### src/rtl/fpiv_pkg.sv
// Shared constants, types and helpers of the frustum point-in-view test.
package fpiv_pkg;

  localparam int PLANES_PER_SECTOR = 6;
  localparam int SECTORS           = 4;
  localparam int COORD_WIDTH       = 32;

  localparam int TABLE_DEPTH = SECTORS * PLANES_PER_SECTOR;
  localparam int IDX_W       = $clog2(TABLE_DEPTH);
  localparam int PIS_W       = $clog2(PLANES_PER_SECTOR);
  localparam int COORD_SHIFT = 32 - COORD_WIDTH;

  localparam int CFG_IDX_W = 3;

  localparam logic [CFG_IDX_W-1:0] REG_BOX_MIN_X = 3'd0;
  localparam logic [CFG_IDX_W-1:0] REG_BOX_MIN_Y = 3'd1;
  localparam logic [CFG_IDX_W-1:0] REG_BOX_MIN_Z = 3'd2;
  localparam logic [CFG_IDX_W-1:0] REG_BOX_MAX_X = 3'd3;
  localparam logic [CFG_IDX_W-1:0] REG_BOX_MAX_Y = 3'd4;
  localparam logic [CFG_IDX_W-1:0] REG_BOX_MAX_Z = 3'd5;
  localparam logic [CFG_IDX_W-1:0] REG_PANORAMIC = 3'd6;

  localparam logic MODE_LOAD  = 1'b0;
  localparam logic MODE_QUERY = 1'b1;

  typedef struct packed {
    logic signed [31:0] nx;
    logic signed [31:0] ny;
    logic signed [31:0] nz;
    logic signed [31:0] off;
  } plane_t;

  // Tag that travels with one plane through the dot-product pipeline.
  typedef struct packed {
    logic valid;
    logic sector_end;
    logic last;
  } tag_t;

  typedef struct packed {
    logic valid;
    logic ok;
    logic sector_end;
    logic last;
  } res_t;

  // Keeps the low COORD_WIDTH bits of a coordinate, sign-extended to 32 bits.
  function automatic logic signed [31:0] sext_coord(input logic [31:0] v);
    logic [31:0] shifted;
    shifted = v << COORD_SHIFT;
    return $signed(shifted) >>> COORD_SHIFT;
  endfunction

endpackage

### src/rtl/fpiv_ctrl.sv
// Sequencer: walks the plane table for a query and holds the result word.
module fpiv_ctrl (
  input  logic                       clk_i,
  input  logic                       rst_ni,
  input  logic                       in_valid_i,
  output logic                       in_ready_o,
  input  logic                       mode_i,
  input  logic                       inside_box_i,
  input  logic                       panoramic_i,
  output fpiv_pkg::tag_t             issue_o,
  output logic [fpiv_pkg::IDX_W-1:0] rd_addr_o,
  input  fpiv_pkg::res_t             res_i,
  output logic                       out_valid_o,
  input  logic                       out_ready_i,
  output logic                       in_view_o,
  output logic                       inside_box_o
);
  import fpiv_pkg::*;

  typedef enum logic [1:0] {S_IDLE, S_RUN, S_DRAIN, S_FINISH} state_e;

  state_e             state_q;
  logic [IDX_W-1:0]   cnt_q;
  logic [IDX_W-1:0]   last_idx_q;
  logic [PIS_W-1:0]   pis_q;
  logic               sector_ok_q;
  logic               view_q;
  logic               inside_q;
  logic               out_valid_q;
  logic               in_view_q;
  logic               inside_box_q;
  logic               accept_query;

  assign in_ready_o   = (state_q == S_IDLE);
  assign accept_query = in_valid_i && in_ready_o && (mode_i == MODE_QUERY);

  assign issue_o.valid      = (state_q == S_RUN);
  assign issue_o.sector_end = (pis_q == PIS_W'(PLANES_PER_SECTOR - 1));
  assign issue_o.last       = (cnt_q == last_idx_q);
  assign rd_addr_o          = cnt_q;

  always_ff @(posedge clk_i or negedge rst_ni) begin
    if (!rst_ni) begin
      state_q      <= S_IDLE;
      cnt_q        <= '0;
      last_idx_q   <= '0;
      pis_q        <= '0;
      sector_ok_q  <= 1'b1;
      view_q       <= 1'b0;
      inside_q     <= 1'b0;
      out_valid_q  <= 1'b0;
      in_view_q    <= 1'b0;
      inside_box_q <= 1'b0;
    end else begin
      // In S_FINISH the output register is handled by the state itself.
      if (out_valid_q && out_ready_i && (state_q != S_FINISH)) begin
        out_valid_q <= 1'b0;
      end

      // A sector passes only if all of its planes pass; any passing sector wins.
      if (res_i.valid) begin
        if (res_i.sector_end) begin
          view_q      <= view_q | (sector_ok_q & res_i.ok);
          sector_ok_q <= 1'b1;
        end else begin
          sector_ok_q <= sector_ok_q & res_i.ok;
        end
      end

      unique case (state_q)
        S_IDLE: begin
          if (accept_query) begin
            inside_q    <= inside_box_i;
            view_q      <= 1'b0;
            sector_ok_q <= 1'b1;
            cnt_q       <= '0;
            pis_q       <= '0;
            last_idx_q  <= panoramic_i ? IDX_W'(TABLE_DEPTH - 1)
                                       : IDX_W'(PLANES_PER_SECTOR - 1);
            state_q     <= inside_box_i ? S_RUN : S_FINISH;
          end
        end
        S_RUN: begin
          cnt_q <= cnt_q + 1'b1;
          pis_q <= issue_o.sector_end ? '0 : pis_q + 1'b1;
          if (issue_o.last) begin
            state_q <= S_DRAIN;
          end
        end
        S_DRAIN: begin
          if (res_i.valid && res_i.last) begin
            state_q <= S_FINISH;
          end
        end
        S_FINISH: begin
          if (!out_valid_q || out_ready_i) begin
            out_valid_q  <= 1'b1;
            in_view_q    <= view_q & inside_q;
            inside_box_q <= inside_q;
            state_q      <= S_IDLE;
          end
        end
        default: state_q <= S_IDLE;
      endcase
    end
  end

  assign out_valid_o  = out_valid_q;
  assign in_view_o    = in_view_q;
  assign inside_box_o = inside_box_q;

endmodule

### config.mk
export PLATFORM = sky130hd
export DESIGN_NAME = fpiv_ctrl
export DESIGN_NICKNAME = d
export VERILOG_FILES = /design/src/rtl/fpiv_pkg.sv /design/src/rtl/fpiv_ctrl.sv
export SDC_FILE = /design/constraint.sdc
export NUM_CORES = 1
export LEC_CHECK = 0
export BUFFER_PORTS_ARGS = -buffer_cell sky130_fd_sc_hd__buf_2
export CAP_MARGIN = 20
export CORE_MARGIN = 2
export CORE_UTILIZATION = 30
export CTS_CLUSTER_SIZE = 40
export DETAILED_ROUTE_END_ITERATION = 10
export PLACE_DENSITY = 0.62
export SLEW_MARGIN = 25
export SYNTH_ARGS = -nofsm -noshare
export SYNTH_HDL_FRONTEND = slang
export SYNTH_SLANG_ARGS = --single-unit
### constraint.sdc
create_clock -name clk_i -period 2.3 [get_ports clk_i]
set_input_delay 0.345 -clock clk_i [delete_from_list [all_inputs] [get_ports clk_i]]
set_output_delay 0.345 -clock clk_i [all_outputs]
set_load 0.005 [all_outputs]
* Word level (Yosys, flattened, before mapping)
Index checks and enable logic that the tools add are counted.
** Storage, ports and cells
- Register bits after elaboration :: 21
- Input port bits :: 11
- Output and inout bits :: 12
- Logic and storage cells :: 61
** Operators by class
- Add/sub/neg operators :: 2
- Eq/ne operators :: 10
- Mux-type cells :: 23
- Bitwise gates (word level) :: 3
- Reductions and logical operators :: 13
** Operators by type and width (count)
- 2-to-1 mux 1 bit :: 11
- 2-to-1 mux 2 bit :: 5
- 2-to-1 mux 5 bit :: 2
- case mux 5 bit (2 select lines) :: 1
- != test 2 bit, second input constant :: 4
- case mux 2 bit (4 select lines) :: 1
- 2-to-1 mux 3 bit :: 2
- case mux 3 bit (2 select lines) :: 1
- AND reduction 2 bit :: 3
- adder 5 x 1 -> 5 bit, second input constant :: 1
- == test 5 bit :: 1
- logical AND 1 bit :: 5
- == test 2 bit, second input constant :: 2
- AND reduction 4 bit :: 1
- adder 3 x 1 -> 3 bit, second input constant :: 1
- == test 3 bit, second input constant :: 1
- AND 1 bit :: 2
- == test 2 x 1 -> 1 bit, second input constant :: 1
- logical NOT 2 bit :: 1
- != test 2 x 1 -> 1 bit, second input constant :: 1
- nonzero test 2 bit :: 1
- logical NOT 1 bit :: 1
- logical OR 1 bit :: 1
- OR 1 bit :: 1

* Logic depth before layout (Yosys ltp)
Gate-level depths: netlist of the first run.
- Depth in word-level cells :: 6
- Gate-level depth with buffers :: 6
- Mapped depth without buffers :: 6

* Least setup slack after synthesis of the first run
Ideal clock, no wire load.
- Path kind :: register -> register
- Start :: reg state_q[0]
- End :: reg cnt_q[2], in the netlist rd_addr_o[2]
- Setup time :: 0.121 ns
- Arrival time :: 1.528 ns
- Required time :: 2.179 ns
- Path slack :: 0.651 ns
- Cell stages (with the launch flop) :: 7
- Path buffers :: 0
- Period minus slack after synthesis :: 1.649 ns
- Cells stage by stage :: dfrtp_1 -> inv_1 -> ha_1 -> a21boi_1 -> nor2_1 -> mux2_2 -> a22o_1
** On the way
- Longest elaborated chain between the ends :: 5
- Elaborated cells between the ends (all ways) :: 8
- Those cells by class :: 2 x eq/ne; 1 x mux; 5 x reduce/logical
** RTL lines
- start: declaration :: line fpiv_ctrl.sv:22 : state_e state_q;
- start signal: assignment :: line fpiv_ctrl.sv:80 : state_q <= inside_box_i ? S_RUN : S_FINISH;
- logical NOT 2 bit * :: line fpiv_ctrl.sv:34 : assign in_ready_o = (state_q == S_IDLE);
- via in_ready_o :: line fpiv_ctrl.sv:6 : output logic in_ready_o,
- logical AND 1 bit (2 in a row) :: line fpiv_ctrl.sv:35 : assign accept_query = in_valid_i && in_ready_o && (mode_i == MODE_QUERY);
- != test 2 x 1 -> 1 bit (no source line)
- AND reduction 2 bit (no source line)
- end signal: assignment :: line fpiv_ctrl.sv:84 : cnt_q <= cnt_q + 1'b1;
- end: declaration :: line fpiv_ctrl.sv:23 : logic [IDX_W-1:0] cnt_q;
Mark *: on every way through the listed nets, which the timed path passes. The rest lies on a longest branch.
A chain may end at the register's enable or synchronous reset.

==> impl_results.md, run 1 <==
* Status: complete, no violations
* Register area at 452 um2
* ANT nets after route at 0
* Hold Crit Class: input port to register
* Depth of the CTS H-tree at 1
* DRT Pass-1 Iters at 4
* Starting Density at 31.7%
* First-pass GRT wire length at 3370 um
* Antenna violations before repair at 0
* CTS sink count at 18
* Power density over the cells at 1160 mW/mm2
* Fin Clk Skew at 0.0104 ns
* Vias in the first global route at 775
* Via count at 782
* Placer Congestion at 0.719
* Sw Pwr at 0.000532 W
* Count leader, synth: dfrtp_1
* DRC at 0
* Layout Cells excl Fill at 161
* Top cells by count, synth: dfrtp_1, nand2_1, ha_1, inv_1
* Leading area contributor after synthesis: dfrtp_1
* CTS tree: yes
* Warnings from Yosys at 0
* IO Count at 23
* Cts bufs inserted at 3
* Power Internal at 0.000817 W
* Final WL at 2020 um
* Async set or reset register ratio after synthesis at 100%
* Die H at 60.8 um
* Slew HR at 61.2%
* Synth Cell Area at 967 um2
* Share of layout cells above drive strength 1 at 29.1%
* # resized after CTS at 0
* Fill cells at 329
* Cell variety after synth at 32
* Peak supply drop at 0.000309 V
* Final net count at 136
* Gr ovfl total at 0
* Least-Margin Pin Slew at 0.579 ns
* RSZ-0062 raised after global routing: false
* Synth top area cells: dfrtp_1, ha_1, mux2_2
* Arrival time worst endpoint at 1.66 ns
* Critical Path RT at 1.96 ns
* Multi-input combinational cell area at 485 um2
* Final-report hold violation count at 0
* Max-cap viol count at 0
* Final Max Tran Viols at 0
* Mapped Cells at 91
* Ant diodes at 0
* Post-Synthesis Net Count at 109
* Cell Rows at 20
* R2R setup slack at 0.49 ns
* Die width at 60.8 um
* Worst setup SP type: register
* Die area at 0.00369 mm2
* DR WL/cell at 12.6 um
* Final setup TNS at 0 ns
* Largest net degree at the start of global routing at 19
* Final setup fails at 0
* Tot Pwr at 0.00135 W
* Worst Path Max Fanout at 6
* Ys flop type: dfrtp_1
* Critical path type: register to output pin
* CP endpoint kind: output pin
* Tmin final at 2.01 ns
* DR iter-0 viols at 22
* Peak Freq at 498 MHz
* Yosys top cell area share at 44.0%
* CTS max path bufs at 2
* Area delta synth->final at 20.4%
* Via/cell ratio at 4.86
* CORE AREA at 0.00305 mm2
* Root buffer cell: clkbuf_4
* Tot GR Track Use at 12.5%
* Reg power frac at 41.0%
* Clock slew at reported path FFs at 0.11 ns
* Buffers on Ports at 22
* Dpl hpwl at 1570 um
* Mapped Avg Cell Area at 10.6 um2
* Worst skew pair latency at 0.30 ns
* Net Sw Frac at 39.4%
* Final clock period utilization by the worst path at 87.3%
* Number of flops mapped to enable cells by yosys at 0
* Sequential fraction of the synthesis area at 46.7%
* Comb pwr share at 46.5%
* Clk network pwr share at 12.5%
* LEAKAGE at 0.584 nW
* FF+latch count, synth at 18
* Post-Place Cells at 156
* Layout Utilization at 38.2%
-- power by group through the flow --
| stage | combinational (W) | sequential, W | clock, W |
|---|---|---|---|
| 5_1_grt | 0.000716 | 0.000571 | 0.000189 |
| 3_5_place_dp | 0.000640 | 0.000560 | 0 |
| 6_report | 0.000627 | 0.000553 | 0.000169 |
| 3_3_place_gp | 0.000615 | 0.000549 | 0 |
| 2_1_floorplan | 0.000458 | 0.000537 | 0 |
| 4_1_cts | 0.000642 | 0.000553 | 0.000174 |
-- critical path, cell delays in order, from the launching register on --
cell	delay [ns]
dfrtp_1	0.46
or4_4	0.53
a22oi_2	0.22
buf_2	0.15
-- per-layer routing --
layer	vias up	part of all wire (%)	track usage, %
li1	381	-	-
met1	377	46	14.8
met2	20	47	20.4
met3	4	5.3	3.20
met4	0	1.9	7.45
met5	-	0	0
-- what timing repair did --
item / CTS / global route
hold endpoints to repair: 17 / 0
hold buffers: 1 / 0
buffers inserted: 0 / 0
-- registers in the layout, summed over array words and instances (netlist names) --
register	flops
out_valid_o	1
rd_addr_o	5
state_q	2
in_view_o	1
last_idx_q	2
inside_q	1
view_q	1
inside_box_o	1
pis_q	3
sector_ok_q	1
-- cells by family after synthesis --
logic type,share of synthesized area [%]
DFF,46.7
muxes,7.76
and+or+nand+nor,15.4
AOI/OAI and AO/OA,18.0
buffers and inverters,3.10
adders and majority gates,9.06
-- per-stage QoR --
stage                     area [um2]  worst slack (ns)  hold slack (ns)
final                           1160             0.292            0.275
after global routing            1160             0.239            0.267
after CTS                       1160             0.282            0.268
after detailed placement        1130             0.470            0.301
after global placement          1130             0.601            0.295
after floorplan                  967             0.651           0.0494
-- final timing paths --
kind | from | end | cells after the start
worst max-delay path | rd_addr_o[1]$_DFFE_PN0P_ | issue_o[0] | 3
worst min-delay path | panoramic_i | last_idx_q[1]$_DFFE_PN0P_ | 2
worst min register to register | in_view_o$_DFFE_PN0P_ | in_view_o$_DFFE_PN0P_ | 2
min in group asynchronous | rst_ni | rd_addr_o[1]$_DFFE_PN0P_ | 2
worst max register to register | state_q[0]$_DFFE_PN0P_ | rd_addr_o[2]$_DFFE_PN0P_ | 6
max in group asynchronous | rst_ni | sector_ok_q$_DFF_PN1_ | 2
-- area by class of cell --
type	instances	share of cell area, %
clock buffer	4	2.26
timing repair buffer	23	10.3
sequential	18	38.8
tap	44	4.73
inverter	7	2.26
multi-input combinational	65	41.7
-- cells in the final DEF (no fill, tap or decap), drive strengths merged --
master       synthesis  layout
o21ai                6       6
ha                   7       7
a21oi                1       1
a41oi                1       1
buf                  0      22
a22o                 4       4
a21boi               1       1
a22oi                1       1
nor2b                1       1
dfrtp               17      17
nand2b               2       2
or4                  1       1
nor4b                1       1
nand2               12      12
nor3b                1       1
a32o                 1       1
o22ai                1       1
a21bo                1       1
o21bai               1       1
a21o                 2       2
nor2                 2       2
dlygate4sd3          0       1
inv                  7       7
nor3                 2       2
dfstp                1       1
a31oi                1       1
o221a                1       1
nand4b               1       1
mux2i                3       3
mux2                 4       4
nand3                5       5
or3                  1       1
clkbuf               1       4
(Power assumes the default switching activity.)
==> inputs of run 2 (changes only) <==
Settings changed: CORE_UTILIZATION 30 to 51, PLACE_DENSITY 0.62 to 0.88, REMOVE_ABC_BUFFERS from default to 1.
==> run 2 against run 1 <==
Against the previous run:
- final cell count is 12% lower
- clock power is 17% higher
- clock-buffer cell count stayed put
- design area is 1.2% lower
- register-to-register slack worse by 0.02 ns
- die area is 39% lower
- largest cell class unchanged
- highest routed layer unchanged
- sequential share of layout area is 0.46 points higher
- critical path depth stayed put
- routed wire length is 3.1% higher
- sequential power is 0.9% higher
- combinational power is 3.7% higher
- clock skew is 0.0099 ns lower
==> impl_results.md, run 2 (synthesis gave the netlist of run 1 again) <==
* Status: complete, no violations (unchanged)
* Peak supply drop at 0.000720 V (was 0.000309 V)
* Tot GR Track Use at 20.7% (was 12.5%)
* ANT nets after route at 0 (unchanged)
* Cell area after layout at 0.00115 mm2 (was 0.00116 mm2)
* Depth of the CTS H-tree at 1 (unchanged)
* Buffers on Ports at 22 (unchanged)
* Peak Freq at 497 MHz (was 498 MHz)
* Die H at 47.5 um (was 60.8 um)
* Starting Density at 54.8% (was 31.7%)
* R2R setup slack at 0.47 ns (was 0.49 ns)
* CP Capture Point: issue_o[0] (unchanged)
* Root buffer cell: clkbuf_4 (unchanged)
* Largest net degree at the start of global routing at 19 (unchanged)
* Antenna violations before repair at 0 (unchanged)
* Area delta synth->final at 19.0% (was 20.4%)
* Final setup TNS at 0 ns (unchanged)
* R2R Path End: rd_addr_o[2]$_DFFE_PN0P_ (unchanged)
* Fin Clk Skew at 0.000457 ns (was 0.0104 ns)
* Placer Congestion at 0.777 (was 0.719)
* Arrival time worst endpoint at 1.67 ns (was 1.66 ns)
* Placement Cell Area at 0.00110 mm2 (was 0.00113 mm2)
* Worst skew pair latency at 0.30 ns (about the same)
* Die area at 0.00226 mm2 (was 0.00369 mm2)
* Tmin final at 2.01 ns (about the same)
* Worst path cell trace: or4_4 -> a22oi_2 -> buf_2 (unchanged)
* Most frequent cells in the layout: buf_2, dfrtp_1, nand2_1 (unchanged)
* DRC at 0 (unchanged)
* CP endpoint kind: output pin (unchanged)
* Vias in the first global route at 712 (was 775)
* DRT Pass-1 Iters at 4 (unchanged)
* Commonest non-fill, non-tap cell in the layout: buf_2 (unchanged)
* Critical path type: register to output pin (unchanged)
* Least-Margin Pin Slew at 0.532 ns (was 0.579 ns)
* Layout Cells excl Fill at 142 (was 161)
* CTS tree: yes (unchanged)
* Max incr delay on CP at 0.54 ns (was 0.53 ns)
* DR WL/cell at 14.7 um (was 12.6 um)
* R2R cell count at 6 (unchanged)
* Critical path's slowest cell: or4_4 (unchanged)
* Final clock period utilization by the worst path at 87.4% (was 87.3%)
* Power density over the cells at 1220 mW/mm2 (was 1160 mW/mm2)
* RSZ-0062 raised after global routing: false (unchanged)
* Share of layout cells above drive strength 1 at 29.9% (was 29.1%)
* Final WL at 2090 um (was 2020 um)
* Via count at 784 (was 782)
* First-pass GRT wire length at 3150 um (was 3370 um)
* # Post-CTS Setup Buffers at 0 (unchanged)
* Cts bufs inserted at 3 (unchanged)
* Worst r2r src: state_q[1]$_DFFE_PN0P_ (was state_q[0]$_DFFE_PN0P_)
* Critical path startpoint: rd_addr_o[1]$_DFFE_PN0P_ (unchanged)
* Clock slew at reported path FFs at 0.10 ns (was 0.11 ns)
* Worst Path Max Fanout at 6 (unchanged)
* Final setup fails at 0 (unchanged)
* DR iter-0 viols at 21 (was 22)
* Final Max Tran Viols at 0 (unchanged)
* CTS max path bufs at 2 (unchanged)
* Hold Crit Class: input port to register (unchanged)
* CORE AREA at 0.00176 mm2 (was 0.00305 mm2)
* Slew HR at 64.3% (was 61.2%)
* Dpl hpwl at 1590 um (was 1570 um)
* Cell Rows at 15 (was 20)
* Gr ovfl total at 0 (unchanged)
* Max reg flops at 5 (unchanged)
* Post-Place Cells at 137 (was 156)
* CTS sink count at 18 (unchanged)
* Worst setup SP type: register (unchanged)
* Via/cell ratio at 5.52 (was 4.86)
* LEAKAGE at 0.590 nW (was 0.584 nW)
* Fill cells at 156 (was 329)
* Final net count at 136 (unchanged)
* Final-report hold violation count at 0 (unchanged)
* Die width at 47.5 um (was 60.8 um)
* Critical Path RT at 1.96 ns (about the same)
* IO Count at 23 (unchanged)
* Max-cap viol count at 0 (unchanged)
* Ant diodes at 0 (unchanged)
## run 2: final cells by class
class                           count  area, um2  share of cell area (%)
Sequential cell                    18        452                    39.2
Tap cell                           25       31.3                    2.72
Multi-Input combinational cell     65        485                    42.2
Clock buffer                        4       36.3                    3.15
Timing Repair Buffer               23        120                    10.4
Inverter                            7       26.3                    2.28
## run 2: worst min path at each step
stage                           start                        end  cells past startpoint
after floorplan                rst_ni      in_view_o$_DFFE_PN0P_                      0
after global placement         rst_ni   rd_addr_o[3]$_DFFE_PN0P_                      1
after detailed placement       rst_ni   rd_addr_o[0]$_DFFE_PN0P_                      1
after CTS                 panoramic_i  last_idx_q[1]$_DFFE_PN0P_                      2
after global routing       in_valid_i           view_q$_DFF_PN0_                      2
final                     panoramic_i  last_idx_q[1]$_DFFE_PN0P_                      2
## run 2: critical path, delay by kind of cell (launching register included)
family                 cells  cell delay (ns)
flip-flops                 1             0.45
AO/OA/AOI/OAI              1             0.22
AND/OR/NAND/NOR            1             0.54
buffers and inverters      1             0.15
## run 2: timing repair
item,4_1_cts,5_1_grt
hold buffers,1,0
hold endpoints to repair,17,0
resized for setup,0,0
## run 2: layer usage
| layer | up-vias | global-route usage [%] | routed length, um |
|---|---|---|---|
| met5 | - | 0 | 0 |
| met4 | 0 | 12.4 | 48 |
| met3 | 5 | 4.53 | 74 |
| met2 | 20 | 35.7 | 1080 |
| met1 | 378 | 23.2 | 885 |
| li1 | 381 | - | - |
## run 2: report_power, final
group	internal (W)	leakage, nW	total, W	switching, W
clock network	0.0000967	0.0210	0.000198	0.000101
logic	0.000312	0.346	0.000650	0.000338
registers	0.000440	0.224	0.000558	0.000118
total	0.000849	0.590	0.00141	0.000557
## run 2: stage by stage
stage	worst slack (ns)	hold slack [ns]	power (W)	utilization, %
5_1_grt	0.234	0.265	0.00151	65.2
2_1_floorplan	0.651	0.0494	0.000993	-
3_3_place_gp	0.598	0.287	0.00115	62.6
3_5_place_dp	0.475	0.294	0.00121	62.6
6_report	0.289	0.268	0.00141	65.2
4_1_cts	0.290	0.264	0.00141	65.2
==> inputs of run 3 (changes only) <==
Settings changed: BUFFER_PORTS_ARGS -buffer_cell sky130_fd_sc_hd__buf_2 to default, CORE_UTILIZATION 51 to 59, DONT_BUFFER_PORTS from default to 1, PLACE_DENSITY 0.88 to 0.87.
Clock period 2.3 ns to 2.4 ns, I/O delays scaled along.
==> run 3 against run 2 <==
Against the previous run:
- sequential share of layout area grew 4.6 points
- routed wire length shrank 9.6%
- non-clock buffer count shrank 22
- register-to-register slack is essentially flat
==> impl_results.md, run 3 (synthesis gave the netlist of run 1 again) <==
* CORE AREA at 0.00152 mm2 (was 0.00176 mm2)
* Placer Congestion at 0.726 (was 0.777)
* Tmin final at 1.93 ns
* Depth of the CTS H-tree at 1 (unchanged)
* Fill cells at 116 (was 156)
* Status: complete, no violations (unchanged)
* Final setup TNS at 0 ns (unchanged)
* CTS tree: yes (unchanged)
* Dpl hpwl at 1410 um (was 1590 um)
* DRT Pass-1 Iters at 4 (unchanged)
* Worst skew pair latency at 0.29 ns (was 0.30 ns)
* Antenna violations before repair at 0 (unchanged)
* Tot Pwr at 0.00126 W (was 0.00141 W)
* First-pass GRT wire length at 3070 um (was 3150 um)
* Fin Clk Skew at 0.00595 ns (was 0.000457 ns)
* Die area at 0.00198 mm2 (was 0.00226 mm2)
* Final net count at 114 (was 136)
* Root buffer cell: clkbuf_4 (unchanged)
* CTS max path bufs at 2 (unchanged)
* Share of layout cells above drive strength 1 at 13.7% (was 29.9%)
* Hold Crit Class: input port to register (unchanged)
* Ant diodes at 0 (unchanged)
* # Post-CTS Setup Buffers at 0 (unchanged)
* Worst setup SP type: register (unchanged)
* Peak supply drop at 0.000625 V (was 0.000720 V)
* Worst path cell trace: inv_1 -> ha_1 -> a21boi_1 -> nor2_1 -> mux2_2 -> a22o_1 (was or4_4 -> a22oi_2 -> buf_2)
* Final clock period utilization by the worst path at 80.4%
* Die width at 44.5 um (was 47.5 um)
* # resized after CTS at 0 (unchanged)
* Final setup fails at 0 (unchanged)
* Clock slew at reported path FFs at 0.11 ns (was 0.10 ns)
* DR WL/cell at 17.0 um (was 14.7 um)
* Final-report hold violation count at 0 (unchanged)
* Via count at 689 (was 784)
* CP endpoint kind: register (was output pin)
* Top delay family on crit path: compound AO/OA/AOI/OAI gates (was simple AND/OR/NAND/NOR gates)
* Worst Path Max Fanout at 6 (unchanged)
* Layout Utilization at 67.6% (was 65.2%)
* Most frequent cells in the layout: dfrtp_1, nand2_1, inv_1, ha_1 (was buf_2, dfrtp_1, nand2_1)
* Least-Margin Pin Slew at 0.790 ns (was 0.532 ns)
* Area delta synth->final at 6.47% (was 19.0%)
* Slew HR at 47.2% (was 64.3%)
* DR iter-0 viols at 20 (was 21)
* Peak Freq at 519 MHz
* Largest net degree at the start of global routing at 19 (unchanged)
* Cts bufs inserted at 3 (unchanged)
* RSZ-0062 raised after global routing: false (unchanged)
* Die H at 44.5 um (was 47.5 um)
* ANT nets after route at 0 (unchanged)
* LEAKAGE at 0.490 nW (was 0.590 nW)
* Final WL at 1880 um (was 2090 um)
* Max reg flops at 5 (unchanged)
* Via/cell ratio at 6.21 (was 5.52)
* Commonest non-fill, non-tap cell in the layout: dfrtp_1 (was buf_2)
* CTS sink count at 18 (unchanged)
* Critical path type: register to register (was register to output pin)
* Vias in the first global route at 683 (was 712)
* Final Max Tran Viols at 0 (unchanged)
* Buffers on Ports at 0 (was 22)
* Power density over the cells at 1220 mW/mm2 (about the same)
* Arrival time worst endpoint at 2.12 ns (was 1.67 ns)
* Cell Rows at 14 (was 15)
* Buf+Inv Stages, Crit Path at 1 (unchanged)
* Critical path's slowest cell: dfrtp_1 (was or4_4)
* Starting Density at 63.5% (was 54.8%)
* Tot GR Track Use at 21.4% (was 20.7%)
* IO Count at 23 (unchanged)
* Gr ovfl total at 0 (unchanged)
* Hold_buf cts at 1 (unchanged)
* R2R setup slack at 0.47 ns (about the same)
* Critical Path RT at 2.59 ns (was 1.96 ns)
* Max-cap viol count at 0 (unchanged)
* DRC at 0 (unchanged)
* Max incr delay on CP at 0.44 ns (was 0.54 ns)
-- run 3: through the flow --
stage | std cells | hold slack, ns | setup slack, ns | area (um2)
floorplan | 90 | 0.0644 | 0.751 | 963
global placement | 106 | 0.0648 | 0.651 | 983
detailed placement | 106 | 0.0648 | 0.489 | 983
CTS | 111 | 0.151 | 0.480 | 1030
global route | 111 | 0.135 | 0.383 | 1030
finish | 111 | 0.156 | 0.471 | 1030
-- run 3: power breakdown --
| group | leakage, nW | switching, W | internal (W) |
|---|---|---|---|
| Combinational | 0.246 | 0.000282 | 0.000253 |
| Sequential | 0.224 | 0.000117 | 0.000422 |
| Clock | 0.0210 | 0.0000939 | 0.0000922 |
-- run 3: layer usage --
layer	part of all wire, %	global-route usage [%]
met5	0	0
met1	43	28.5
met2	51	34.2
met4	0.96	7.27
met3	5.3	4.90
-- run 3: path summary, 6_finish.rpt --
path / from / end / cells past startpoint
worst max-delay path: state_q[0]$_DFFE_PN0P_ / rd_addr_o[2]$_DFFE_PN0P_ / 6
worst min-delay path: in_valid_i / view_q$_DFF_PN0_ / 1
worst max register to register: state_q[0]$_DFFE_PN0P_ / rd_addr_o[2]$_DFFE_PN0P_ / 6
worst min register to register: last_idx_q[2]$_DFFE_PN0P_ / last_idx_q[2]$_DFFE_PN0P_ / 1
max in group asynchronous: rst_ni / rd_addr_o[4]$_DFFE_PN0P_ / 1
min in group asynchronous: rst_ni / rd_addr_o[0]$_DFFE_PN0P_ / 1
-- run 3: final cells by class --
| type | instances | area, um2 | area share [%] |
|---|---|---|---|
| clock buffer | 4 | 36.3 | 3.52 |
| inverter | 7 | 26.3 | 2.55 |
| tap | 16 | 20.0 | 1.94 |
| multi-input combinational | 65 | 485 | 47.1 |
| sequential | 18 | 452 | 43.9 |
| timing repair buffer | 1 | 10.0 | 0.972 |
